`src/sv/bcf_pkg.sv`:
```
// ---------------------------------------------------------------------------
// bcf_pkg
// Shared constants for the packed-decimal field encoder with complement bytes.
// ---------------------------------------------------------------------------
package bcf_pkg;

	localparam int MAX_BYTES  = 5;
	localparam int VALUE_W    = 32;
	localparam int BCD_W      = 8 * MAX_BYTES;
	localparam int STEPS      = VALUE_W;
	localparam int STEP_W     = $clog2(STEPS);
	localparam int COUNT_W    = 3;
	localparam int BYTE_IDX_W = $clog2(MAX_BYTES + 1);
	localparam int PAIR_W     = (MAX_BYTES > 1) ? $clog2(MAX_BYTES) : 1;

	localparam logic [7:0] BYTE_MASK = 8'hFF;

endpackage

```
`src/sv/bcf_dabble.sv`:
```
// ---------------------------------------------------------------------------
// bcf_dabble
// One shift-add-3 step of binary to packed decimal conversion: each digit
// of five or more gets 3 added, then the binary and decimal words shift
// left by one bit as a pair.
// ---------------------------------------------------------------------------
module bcf_dabble (
	input  logic [bcf_pkg::VALUE_W-1:0] bin,
	input  logic [bcf_pkg::BCD_W-1:0]   bcd,
	output logic [bcf_pkg::VALUE_W-1:0] bin_next,
	output logic [bcf_pkg::BCD_W-1:0]   bcd_next
);
	import bcf_pkg::*;

	logic [BCD_W-1:0] bcd_adj;

	always_comb begin
		for (int d = 0; d < BCD_W / 4; d++) begin
			if (bcd[4*d +: 4] >= 4'd5) begin
				bcd_adj[4*d +: 4] = bcd[4*d +: 4] + 4'd3;
			end else begin
				bcd_adj[4*d +: 4] = bcd[4*d +: 4];
			end
		end
	end

	// bit shifted out of the top digit carries weight 10^digits and is dropped
	assign bcd_next = {bcd_adj[BCD_W-2:0], bin[VALUE_W-1]};
	assign bin_next = {bin[VALUE_W-2:0], 1'b0};

endmodule

```
`src/sv/bcd_complement_field_encoder.sv`:
```
// ---------------------------------------------------------------------------
// bcd_complement_field_encoder
// Binary to packed decimal encoder that sends each byte followed by its
// bitwise complement.
// ---------------------------------------------------------------------------
// An item is accepted, then converted by shift-add-3 in one shared step unit
// (one input bit per cycle), then sent at one result byte per cycle while the
// output side keeps up. in_ready is low from the acceptance until the final
// result has been loaded into the output register; that result may still be
// waiting when the next item is taken. The value is reduced modulo 10^(2n); a
// byte count above MAX_BYTES counts as MAX_BYTES, and a count of zero is taken
// and yields no result.
module bcd_complement_field_encoder (
	input  logic                         clk,
	input  logic                         arst_n,
	input  logic                         in_valid,
	output logic                         in_ready,
	input  logic [bcf_pkg::VALUE_W-1:0]  value,
	input  logic [bcf_pkg::COUNT_W-1:0]  byte_count,
	input  logic                         most_significant_first,
	output logic                         out_valid,
	input  logic                         out_ready,
	output logic [7:0]                   data_byte,
	output logic                         is_complement,
	output logic                         last
);
	import bcf_pkg::*;

	typedef enum logic [1:0] {
		ST_IDLE,
		ST_CONV,
		ST_EMIT
	} state_t;

	state_t                 state_q;
	logic [VALUE_W-1:0]     bin_q;
	logic [BCD_W-1:0]       bcd_q;
	logic [VALUE_W-1:0]     bin_next;
	logic [BCD_W-1:0]       bcd_next;
	logic [STEP_W-1:0]      step_q;
	logic [BYTE_IDX_W-1:0]  nbytes_q;
	logic [BYTE_IDX_W-1:0]  k_q;
	logic                   msf_q;
	logic                   comp_q;
	logic                   out_valid_q;
	logic [7:0]             data_byte_q;
	logic                   is_comp_q;
	logic                   last_q;

	logic [BYTE_IDX_W-1:0]  n_sat;
	logic [BYTE_IDX_W-1:0]  pair;
	logic [7:0]             packed_byte;
	logic                   out_fire;
	logic                   out_load;
	logic                   final_byte;

	bcf_dabble u_dabble (
		.bin      (bin_q),
		.bcd      (bcd_q),
		.bin_next (bin_next),
		.bcd_next (bcd_next)
	);

	always_comb begin
		if (byte_count > COUNT_W'(MAX_BYTES)) begin
			n_sat = BYTE_IDX_W'(MAX_BYTES);
		end else begin
			n_sat = BYTE_IDX_W'(byte_count);
		end
	end

	assign pair        = msf_q ? (nbytes_q - k_q - BYTE_IDX_W'(1)) : k_q;
	assign packed_byte = bcd_q[8*pair[PAIR_W-1:0] +: 8];
	assign final_byte  = (k_q == nbytes_q - BYTE_IDX_W'(1));
	assign out_fire    = out_valid_q & out_ready;
	// in the emit state, load a result whenever the output register is free this cycle
	assign out_load    = (state_q == ST_EMIT) & (~out_valid_q | out_fire);

	assign in_ready      = (state_q == ST_IDLE);
	assign out_valid     = out_valid_q;
	assign data_byte     = data_byte_q;
	assign is_complement = is_comp_q;
	assign last          = last_q;

	always_ff @(posedge clk or negedge arst_n) begin
		if (!arst_n) begin
			state_q     <= ST_IDLE;
			bin_q       <= '0;
			bcd_q       <= '0;
			step_q      <= '0;
			nbytes_q    <= '0;
			k_q         <= '0;
			msf_q       <= 1'b0;
			comp_q      <= 1'b0;
			out_valid_q <= 1'b0;
			data_byte_q <= '0;
			is_comp_q   <= 1'b0;
			last_q      <= 1'b0;
		end else begin
			if (out_load) begin
				out_valid_q <= 1'b1;
			end else if (out_fire) begin
				out_valid_q <= 1'b0;
			end
			unique case (state_q)
				ST_IDLE: begin
					if (in_valid) begin
						bin_q    <= value;
						bcd_q    <= '0;
						nbytes_q <= n_sat;
						msf_q    <= most_significant_first;
						step_q   <= '0;
						if (n_sat != '0) begin
							state_q <= ST_CONV;
						end
					end
				end
				ST_CONV: begin
					bin_q  <= bin_next;
					bcd_q  <= bcd_next;
					step_q <= step_q + STEP_W'(1);
					if (step_q == STEP_W'(STEPS - 1)) begin
						k_q     <= '0;
						comp_q  <= 1'b0;
						state_q <= ST_EMIT;
					end
				end
				ST_EMIT: begin
					if (out_load) begin
						data_byte_q <= comp_q ? (packed_byte ^ BYTE_MASK) : packed_byte;
						is_comp_q   <= comp_q;
						last_q      <= comp_q & final_byte;
						comp_q      <= ~comp_q;
						if (comp_q) begin
							k_q <= k_q + BYTE_IDX_W'(1);
							if (final_byte) begin
								state_q <= ST_IDLE;
							end
						end
					end
				end
				default: begin
					state_q <= ST_IDLE;
				end
			endcase
		end
	end

endmodule

```
`config.mk`:
```
export PLATFORM = sky130hd
export DESIGN_NAME = bcd_complement_field_encoder
export DESIGN_NICKNAME = d
export VERILOG_FILES = /design/src/sv/bcf_pkg.sv /design/src/sv/bcf_dabble.sv /design/src/sv/bcd_complement_field_encoder.sv
export SDC_FILE = /design/constraint.sdc
export NUM_CORES = 1
export LEC_CHECK = 0
export ABC_AREA = 1
export BUFFER_PORTS_ARGS = -buffer_cell sky130_fd_sc_hd__buf_2
export CORE_MARGIN = 2
export CORE_UTILIZATION = 57
export DETAILED_ROUTE_END_ITERATION = 12
export HOLD_SLACK_MARGIN = 0.15
export PLACE_DENSITY = 0.77
export SYNTH_ARGS = -nofsm -noshare
export SYNTH_HDL_FRONTEND = slang
export SYNTH_SLANG_ARGS = --single-unit
```
`constraint.sdc`:
```
create_clock -name clk -period 5.54 [get_ports clk]
set_input_delay 0.277 -clock clk [delete_from_list [all_inputs] [get_ports clk]]
set_output_delay 0.277 -clock clk [all_outputs]
set_load 0.01 [all_outputs]
```
Yosys cells after proc, flatten, opt, wreduce, memory -nomap -nowiden
Cells that the tools add are included.

Multipliers: 0. Order comparisons: 11. Equality and inequality tests: 10. $add $sub $neg: 15. Shifts and indexed selects: 1. Reduce and logical (&&, ||, !) cells: 11. Mux-type cells: 35. Bitwise gates (word level): 7. Divide/modulo/power cells: 0.

Operators with widths (count): one-hot mux 40 bit (2 select lines) (1); one-hot mux 32 bit (2 select lines) (1); >= comparator 4 x 3 -> 1 bit (second input constant) (10); 2-to-1 mux 40 bit (1); indexed part select 40 x 7 -> 8 bit (1); adder 4 x 2 -> 4 bit (second input constant) (9); 2-to-1 mux 4 bit (9); 2-to-1 mux 32 bit (1); 2-to-1 mux 3 bit (6); 2-to-1 mux 2 bit (6); != test 2 bit (second input constant) (5); one-hot mux 5 bit (2 select lines) (1); 2-to-1 mux 8 bit (1); inverter 8 bit (1); one-hot mux 2 bit (3 select lines) (1); one-hot mux 3 bit (2 select lines) (1); AND reduction 2 bit (3); AND reduction 6 bit (1); nonzero test 2 bit (3); subtractor 3 x 1 -> 3 bit (second input constant) (2); adder 5 x 1 -> 5 bit (second input constant) (1); == test 5 bit (second input constant) (1); 2-to-1 mux 5 bit (1); 2-to-1 mux 1 bit (4); other kinds (16) (19).

Latch bits: 0. RAM bits: 0. Memories: 0. ROM bits: 0. Register bits: 98. Output and inout port bits: 12. Bits of input ports: 40.

Logic depth before layout (Yosys ltp)
Gate-level depths: netlist (run 1).

Depth in word-level cells: 6. Depth in mapped cells: 13. Gate-level depth less buffers: 13.

Hierarchy
From an unflattened synthesis (run 1), not the netlist that was laid out.

Cells, all modules: 770. Area, all modules: 6055.8 um2.

By module, submodules not included: bcd_complement_field_encoder (cells an instance 525, times used 1, area each 4670.7 um2); bcf_dabble (cells an instance 245, times used 1, area each 1385.1 um2).

Worst setup path after synthesis (run 1)
No wires, ideal clock.

Kind: register to register. Start: register k_q[0]. End: register data_byte_q[7] (netlist: data_byte[7]). Path slack: 3.583 ns. Period minus slack after synthesis: 1.957 ns. Data arrival time: 1.833 ns. Setup time: 0.124 ns. Data required time: 5.416 ns. Stages on the path, launching flop included: 12. Cell sequence: dfrtp_1 > inv_1 > ha_1 > fa_1 > nand2_1 > inv_1 > nor2_1 > nand3_1 > nand2_1 > nand2_1 > nand3_1 > nand3_1.

Longest elaborated chain between the ends: 6.

Ends and longest elaborated chain: start: declaration (RTL line bcd_complement_field_encoder.sv:42) `logic [BYTE_IDX_W-1:0] k_q;`; start signal: assignment (RTL line bcd_complement_field_encoder.sv:135) `k_q <= k_q + BYTE_IDX_W'(1);`; subtractor 3 bit (RTL line bcd_complement_field_encoder.sv:72) `assign pair = msf_q ? (nbytes_q - k_q - BYTE_IDX_W'(1)) : k_q;`; subtractor 3 x 1 -> 3 bit (RTL line bcd_complement_field_encoder.sv:72); 2-to-1 mux 3 bit * (RTL line bcd_complement_field_encoder.sv:72); indexed part select 40 x 7 -> 8 bit * (RTL line bcd_complement_field_encoder.sv:73) `assign packed_byte = bcd_q[8*pair[PAIR_W-1:0] +: 8];`; inverter 8 bit (no source line); 2-to-1 mux 8 bit * (RTL line bcd_complement_field_encoder.sv:130) `data_byte_q <= comp_q ? (packed_byte ^ BYTE_MASK) : packed_byte;`; end signal: assignment (RTL line bcd_complement_field_encoder.sv:130); end: declaration (RTL line bcd_complement_field_encoder.sv:46) `logic [7:0] data_byte_q;`.

Mark *: on every way between the ends. The rest lies on a longest branch, timed or not. A chain may end at the register's enable or synchronous reset.

Worst setup path after layout (run 1)
Start: register state_q[0]. End: register k_q[2].

Longest elaborated chain between the ends: 4. Elaborated cells on any way between the ends: 9. Those cells by class: 5 x eq/ne; 1 x mux; 1 x bitwise; 2 x reduce/logical.

Ends and longest elaborated chain: start: declaration (RTL line bcd_complement_field_encoder.sv:35) `state_t state_q;`; start signal: assignment (RTL line bcd_complement_field_encoder.sv:87) `state_q <= ST_IDLE;`; start signal: assignment (RTL line bcd_complement_field_encoder.sv:114) `state_q <= ST_CONV;`; start signal: assignment (RTL line bcd_complement_field_encoder.sv:125) `state_q <= ST_EMIT;`; == test 2 bit (RTL line bcd_complement_field_encoder.sv:77, bcd_complement_field_encoder.sv:105); bitwise AND 1 bit (RTL line bcd_complement_field_encoder.sv:77) `assign out_load = (state_q == ST_EMIT) & (~out_valid_q | out_fire);`; != test 2 bit (no source line); AND reduction 4 bit (no source line).

Parallel ways exist; a longest one is shown, timed or not.

==> results of run 1 <==
[final timing paths]
check                                           from                   endpoint  cells past startpoint
hold reg to reg            is_complement$_DFFE_PN0P_  is_complement$_DFFE_PN0P_                      2
hold / removal                         byte_count[1]    nbytes_q[1]$_DFFE_PN0P_                      3
setup / recovery              state_q[0]$_DFFE_PN0P_         k_q[2]$_DFFE_PN0P_                     10
min in group asynchronous                     arst_n      bcd_q[23]$_DFFE_PN0P_                      2
setup reg to reg              state_q[0]$_DFFE_PN0P_         k_q[2]$_DFFE_PN0P_                     10
max in group asynchronous                     arst_n      step_q[2]$_DFFE_PN0P_                      3
[state kept, by name, indices dropped and copies added (netlist names)]
signal / flops
out_valid: 1
is_complement: 1
data_byte: 8
msf_q: 1
comp_q: 1
state_q: 2
nbytes_q: 3
step_q: 5
bcd_q: 40
last: 1
k_q: 3
bin_q: 32
[critical path: cells and delay by family (launching register included)]
| kind | cells | cell delay, ps |
|---|---|---|
| compound gates | 1 | 130 |
| buf+inv | 2 | 720 |
| flops | 1 | 440 |
| simple gates | 7 | 1050 |
[per-stage QoR]
step	hold slack [ps]	cell area (um^2)	std cells	power (mW)
CTS	151	6020	865	3.45
global placement	165	5830	847	2.93
finish	173	6030	866	3.45
detailed placement	170	5830	847	3.02
global route	203	6030	866	3.81
floorplan	-18.6	5550	687	2.64
[power groups by stage]
stage | clock network, mW | logic, mW | registers (mW)
5_1_grt | 0.462 | 2.08 | 1.26
2_1_floorplan | 0 | 1.47 | 1.17
4_1_cts | 0.433 | 1.79 | 1.22
3_3_place_gp | 0 | 1.70 | 1.23
6_report | 0.423 | 1.80 | 1.23
3_5_place_dp | 0 | 1.78 | 1.24
[layer usage]
metal,vias up,routed length (um)
met5,-,0
met4,0,235
met3,22,465
met2,112,5880
met1,2257,5390
li1,2380,-
[timing repair]
action	in CTS	in global routing
hold buffers	2	1
endpoints found under the setup margin	0	0
endpoints found under the hold margin	20	1
[layout by cell type, fill, tap and decap left out]
master,count
nand2_1,125
inv_1,103
dfrtp_1,98
nand3_1,68
o21ai_0,57
buf_2,50
a21oi_1,32
nor3_1,32
a221oi_1,31
o21ai_1,25
ha_1,25
nor2_1,22
xor2_1,11
o22ai_1,11
clkbuf_8,10
inv_2,5
nor2_4,3
dlygate4sd3_1,3
buf_4,3
a22o_1,2
nor2_2,2
nand4_1,2
nand2_2,2
clkbuf_1,2
clkinv_2,2
nand2_4,1
nor2_8,1
xnor2_1,1
o21ai_2,1
fa_1,1
inv_6,1
clkinvlp_4,1
[cell type report]
cell class | instances | area, um^2
inverters | 108 | 405
clock buffers | 12 | 145
multi-input cells | 455 | 2530
clock inverters | 4 | 26.3
fillers | 864 | 3570
flip-flops and latches | 98 | 2450
repair buffers | 56 | 303
well taps | 133 | 166
[kinds of logic after synthesis]
logic type | share of synthesized area (%)
compound gates | 16.9
xor+xnor | 1.89
fa+ha+maj | 6.00
buf+inv | 10.2
flops | 44.2
simple gates | 20.8
==> impl_metrics.py, run 1 <==
metrics = {
    "synth": {
        "synth_sequential_area_ratio_pct": 44.2,
        "synth_cell_types": 28,
        "synth_nets": 753,
        "synth_largest_type_area_fraction_pct": 44.2,
        "yosysTopAreaCell": "dfrtp_1",
        "synth_top_flop_cell": "dfrtp_1",
        "synth-edff-count": 0,
        "synth_seq_cells": 98,
        "async_flop_share_pct": 100,
        "synthesis.instances": 687,
        "post-synth-top-count-cell": "nand2_1",
        "synth_area_leaders": "dfrtp_1, nand2_1, inv_1",
        "yosys_warnings": 0,
        "post_synth_instance_area_um2": 5550,
        "synth.cells.most_frequent": "nand2_1, inv_1, dfrtp_1, nand3_1, o21ai_0",
        "post_synth.cell_area_avg_um2": 8.08,
    },
    "global_routing": {
        "grt_antenna_before_repair": 0,
        "wire_length_of_the_first_global_routing_pass_um": 20700,
        "groute.layer.met3.usage_pct": 3.80,
        "grt_overflow_total": 0,
        "number_of_global_route_vias_before_repair": 4709,
        "global_route.usage.total_pct": 24.4,
        "met2_usage_pct": 41.0,
        "grtUsageMet1_pct": 31.7,
        "grt_max_degree": 80,
        "grt.busiest_layer": "met2",
    },
    "clocking": {
        "cts-htree-levels": 3,
        "cts_tree": "yes",
        "tritoncts_num_sinks": 98,
        "post-cts-setup-buffers": 0,
        "cts.root.buffer_cell": "clkbuf_8",
        "worstSkewPairLatency_ps": 360,
        "clk_transition_reported_paths_ps": 90,
        "cts.path.max_buffers": 2,
        "cts_repair_resize_count": 0,
        "cts_inserted_buffers": 9,
    },
    "die": {
        "design.core.area_um2": 9590,
        "initial_utilization_pct": 57.8,
        "top_level_ports": 52,
        "die_area_um2": 10500,
        "fp.dieW_um": 103,
        "dieHeight_um": 103,
        "std_cell_rows": 36,
    },
    "timing": {
        "timing.final.hold_violations": 0,
        "achievable-frequency_ghz": 0.407,
        "final_max_slew_viol_count": 0,
        "min_period_over_period_pct": 44.4,
        "setup_ws_ps": 3080,
        "rsz0062_at_grt": "false",
        "max_slew.worst_pin.slew_ps": 996,
        "final_setup_fails": 0,
        "fin_worst_skew_ps": 10.8,
        "slew_headroom_pct": 33.6,
        "post_route_minimum_period_ps": 2460,
        "setup_tns_ps": 0,
    },
    "flow_run": {
        "max_cap_violations": 0,
    },
    "setup_path": {
        "setup.reg_to_reg.worst_slack_ps": 3080,
        "setup_crit_start_kind": "register",
        "critPathMaxFanout": 67,
        "worstSetupEndpointType": "register",
        "timing.critical_path.arrival_ps": 2720,
        "cp.required_ps": 5800,
        "cp_cell_sequence": "inv_2 > nor2_4 > buf_4 > nand2_1 > o21ai_1 > nor2_1 > nand2_1 > nand2_1 > nand2_1 > nor2_1",
        "critical-path-max-stage-delay_ps": 630,
        "slowest_stage": "buf_4",
        "setup.worst_path.class": "register to register",
        "critical-path-top-cell-by-count": "nand2_1",
    },
    "placement": {
        "io_buffers": 51,
        "place_ws_ps": 3130,
        "dpl.hpwl_um": 8350,
        "place.gp.congestion": 0.859,
    },
    "finish": {
        "num-nets-final": 794,
        "final_design_utilization_pct": 62.8,
        "insertedDiodeCount": 0,
        "drive_above_1_share_pct": 11.2,
        "area_growth_pct": 8.66,
    },
    "power_and_ir_drop": {
        "p_clk_share_pct": 12.3,
        "power.share.combinational_pct": 52.2,
        "p_int_mw": 1.80,
        "switching_share_pct": 47.8,
        "p_switching_mw": 1.65,
        "seq_power_share_pct": 35.6,
        "power.ir.vdd_worst_v": 0.000245,
        "power_per_cell_area_nw_per_um2": 572,
        "leakagePower_nw": 3.03,
    },
    "min_path": {
        "holdCritPathClass": "input port to register",
    },
    "drt": {
        "wl_per_cell_um": 13.8,
        "firstDrtPassIters": 7,
        "route.detailed.vias_per_inst": 5.51,
        "count_of_nets_left_with_antenna_violations_after_detail_routing": 0,
        "route.detailed.drc": 0,
        "routed-via-count": 4771,
        "detail_route.wirelength_um": 12000,
        "initialDrtViolationCount": 226,
    },
    "run_status": {
        "run_status": "completed",
    },
}
(Power assumes the default switching activity.)
==> run 2: changes to the inputs <==
--- a/config.mk
+++ b/config.mk
@@ -8,7 +8,7 @@
 export ABC_AREA = 1
 export BUFFER_PORTS_ARGS = -buffer_cell sky130_fd_sc_hd__buf_2
 export CORE_MARGIN = 2
-export CORE_UTILIZATION = 57
+export CORE_UTILIZATION = 54
 export DETAILED_ROUTE_END_ITERATION = 12
 export HOLD_SLACK_MARGIN = 0.15
 export PLACE_DENSITY = 0.77
==> constraint.sdc (replaced) <==
create_clock -name clk -period 2 [get_ports clk]
set_input_delay 0.1 -clock clk [delete_from_list [all_inputs] [get_ports clk]]
set_output_delay 0.1 -clock clk [all_outputs]
set_load 0.01 [all_outputs]
==> run 2 against run 1 <==
Against the previous run: the flow now finishes with violations (negative setup slack); combinational power grew to 3.2 times the previous value; via count grew 8.6%; flip-flop and latch count unchanged; critical path depth unchanged; critical endpoint is now data_byte[7]$_DFFE_PN0P_; highest routed layer unchanged.
==> impl_metrics.py, run 2 (synthesized netlist as in run 1, its figures left out) <==
metrics = {
    "finish": {
        "final_common_cell": "nand2_1",
        "layout.cell_area.non_filler_um2": 6750,
        "finalNonFillerCells": 926,
        "area_growth_pct": 21.7,
        "multiInputGateArea_um2": 2670,
        "insertedDiodeCount": 0,
        "fill_cells": 794,
        "layout.cells.most_common_list": "nand2_1, inv_1, dfrtp_1",
        "largest_register_ff_count": 40,
        "seqCellArea_um2": 2450,
        "regMostFlops": "bcd_q",
        "drive_above_1_share_pct": 17.2,
        "num-nets-final": 851,
    },
    "setup_path": {
        "critical-path-max-stage-delay_ps": 540,
        "setup_crit_start_kind": "register",
        "critical-path-top-cell-by-count": "nand3_1",
        "slowest_stage": "fa_1",
        "worstSetupEndpointType": "register",
        "ff2ff_path_depth": 10,
        "critPathMaxFanout": 6,
        "cp_cell_sequence": "ha_4 > fa_1 > nand2_2 > o21ai_4 > buf_4 > nand3_1 > nand2_1 > nand2_1 > nand3_1 > nand3_1",
        "cp.required_ps": 2270,
        "timing.critical_path.arrival_ps": 2300,
        "setup.worst_path.class": "register to register",
    },
    "drt": {
        "route.detailed.drc": 0,
        "firstDrtPassIters": 5,
        "routed-via-count": 5179,
        "count_of_nets_left_with_antenna_violations_after_detail_routing": 0,
        "route.detailed.vias_per_inst": 5.59,
        "wl_per_cell_um": 14.9,
        "initialDrtViolationCount": 308,
        "detail_route.wirelength_um": 13800,
    },
    "clocking": {
        "cts-htree-levels": 3,
        "clk_transition_reported_paths_ps": 100,
        "cts.path.max_buffers": 2,
        "cts.root.buffer_cell": "clkbuf_8",
        "tritoncts_num_sinks": 98,
        "cts_inserted_buffers": 9,
        "worstSkewPairLatency_ps": 380,
        "cts_tree": "yes",
    },
    "placement": {
        "place.gp.congestion": 0.847,
        "place_ws_ps": 21.7,
        "dpl.hpwl_um": 8930,
        "placedInstanceArea_um2": 5960,
        "io_buffers": 51,
        "dp.cells": 864,
    },
    "timing": {
        "max_slew.worst_pin.slew_ps": 584,
        "final_setup_fails": 3,
        "fin_worst_skew_ps": 9.11,
        "rsz0062_at_grt": "true",
        "timing.final.hold_violations": 0,
        "min_period_over_period_pct": 101,
        "setup_tns_ps": -78.6,
        "post_route_minimum_period_ps": 2030,
        "setup_ws_ps": -29.4,
        "final_max_slew_viol_count": 0,
        "slew_headroom_pct": 61.1,
        "achievable-frequency_ghz": 0.493,
    },
    "die": {
        "initial_utilization_pct": 54.7,
        "dieHeight_um": 105,
        "design.core.area_um2": 10100,
        "fp.dieW_um": 105,
        "die_area_um2": 11100,
        "std_cell_rows": 37,
        "top_level_ports": 52,
    },
    "global_routing": {
        "grt_overflow_total": 0,
        "grt_antenna_before_repair": 0,
        "grt_max_degree": 53,
        "number_of_global_route_vias_before_repair": 5128,
        "global_route.usage.total_pct": 25.5,
        "wire_length_of_the_first_global_routing_pass_um": 23100,
    },
    "run_status": {
        "failed_checks": "negative setup slack",
        "run_status": "finished with violations",
    },
    "min_path": {
        "holdCritPathClass": "input port to async pin",
    },
    "power_and_ir_drop": {
        "power.ir.vdd_worst_v": 0.000651,
        "leakagePower_nw": 3.34,
        "power_per_cell_area_nw_per_um2": 1540,
        "report.power.total_mw": 10.4,
    },
    "flow_run": {
        "max_cap_violations": 0,
    },
}
run 2: cell types whose count changed in the layout (fill, tap and decap cells not counted), moves of 3 or more:
cell,delta
buf_6,+3
inv_2,+3
nand3_2,+12
nand2_2,+15
nand3_1,-12
inv_1,-3
nand2_1,-16
buf_4,+12
nor2_1,-3
clkinv_4,+3
dlygate4sd3_1,+40
run 2: power by group:
part           internal [mW]  switching (mW)  leakage [nW]  total (mW)
Combinational           2.16            3.57          2.06        5.73
Clock                  0.482           0.765        0.0949        1.25
Sequential              2.76           0.660          1.18        3.43
Total                   5.40            4.99          3.34        10.4
run 2: worst paths after layout:
path / from / slack (ps) / to
setup / recovery: nbytes_q[0]$_DFFE_PN0P_ / -30 / data_byte[7]$_DFFE_PN0P_
hold / removal: arst_n / 250 / bcd_q[20]$_DFFE_PN0P_
setup reg to reg: nbytes_q[0]$_DFFE_PN0P_ / -30 / data_byte[7]$_DFFE_PN0P_
hold reg to reg: is_complement$_DFFE_PN0P_ / 490 / is_complement$_DFFE_PN0P_
max in group asynchronous: arst_n / 1010 / data_byte[0]$_DFFE_PN0P_
min in group clk: is_complement$_DFFE_PN0P_ / 490 / is_complement$_DFFE_PN0P_
run 2: stage by stage:
| step | util, % | hold slack [ps] |
|---|---|---|
| after global routing | 66.6 | 310 |
| after global placement | 58.8 | 139 |
| after detailed placement | 58.8 | 140 |
| after CTS | 64.9 | 275 |
| after floorplan | - | -196 |
| final | 66.6 | 248 |
run 2: timing repair:
| action | in CTS | in global routing |
|---|---|---|
| endpoints found under the setup margin | 0 | 11 |
| endpoints found under the hold margin | 76 | 0 |
| hold buffers | 43 | 0 |
| setup buffers | 0 | 3 |
| gates resized for setup | 0 | 43 |
run 2: layout make-up:
type / instances / area share, %
Tap cell: 136 / 2.52
Clock inverter: 6 / 0.853
Timing Repair Buffer: 113 / 12.8
Multi-Input combinational cell: 455 / 39.5
Inverter: 108 / 6.01
Clock buffer: 10 / 1.89
Sequential cell: 98 / 36.4
run 2: worst max-delay path, delay by kind of cell (launching register included):
kind,cells,cell delay (ps)
buf+inv,1,170
fa+ha+maj,2,720
simple gates,6,490
compound gates,1,120
flops,1,430
run 2: routing by layer:
metal / track usage, % / share of wire [%] / up-vias
met1: 31.1 / 42 / 2486
met3: 4.08 / 4.2 / 33
met5: 0 / 0 / -
met2: 45.0 / 51 / 153
met4: 10.4 / 2.5 / 0
li1: - / - / 2507
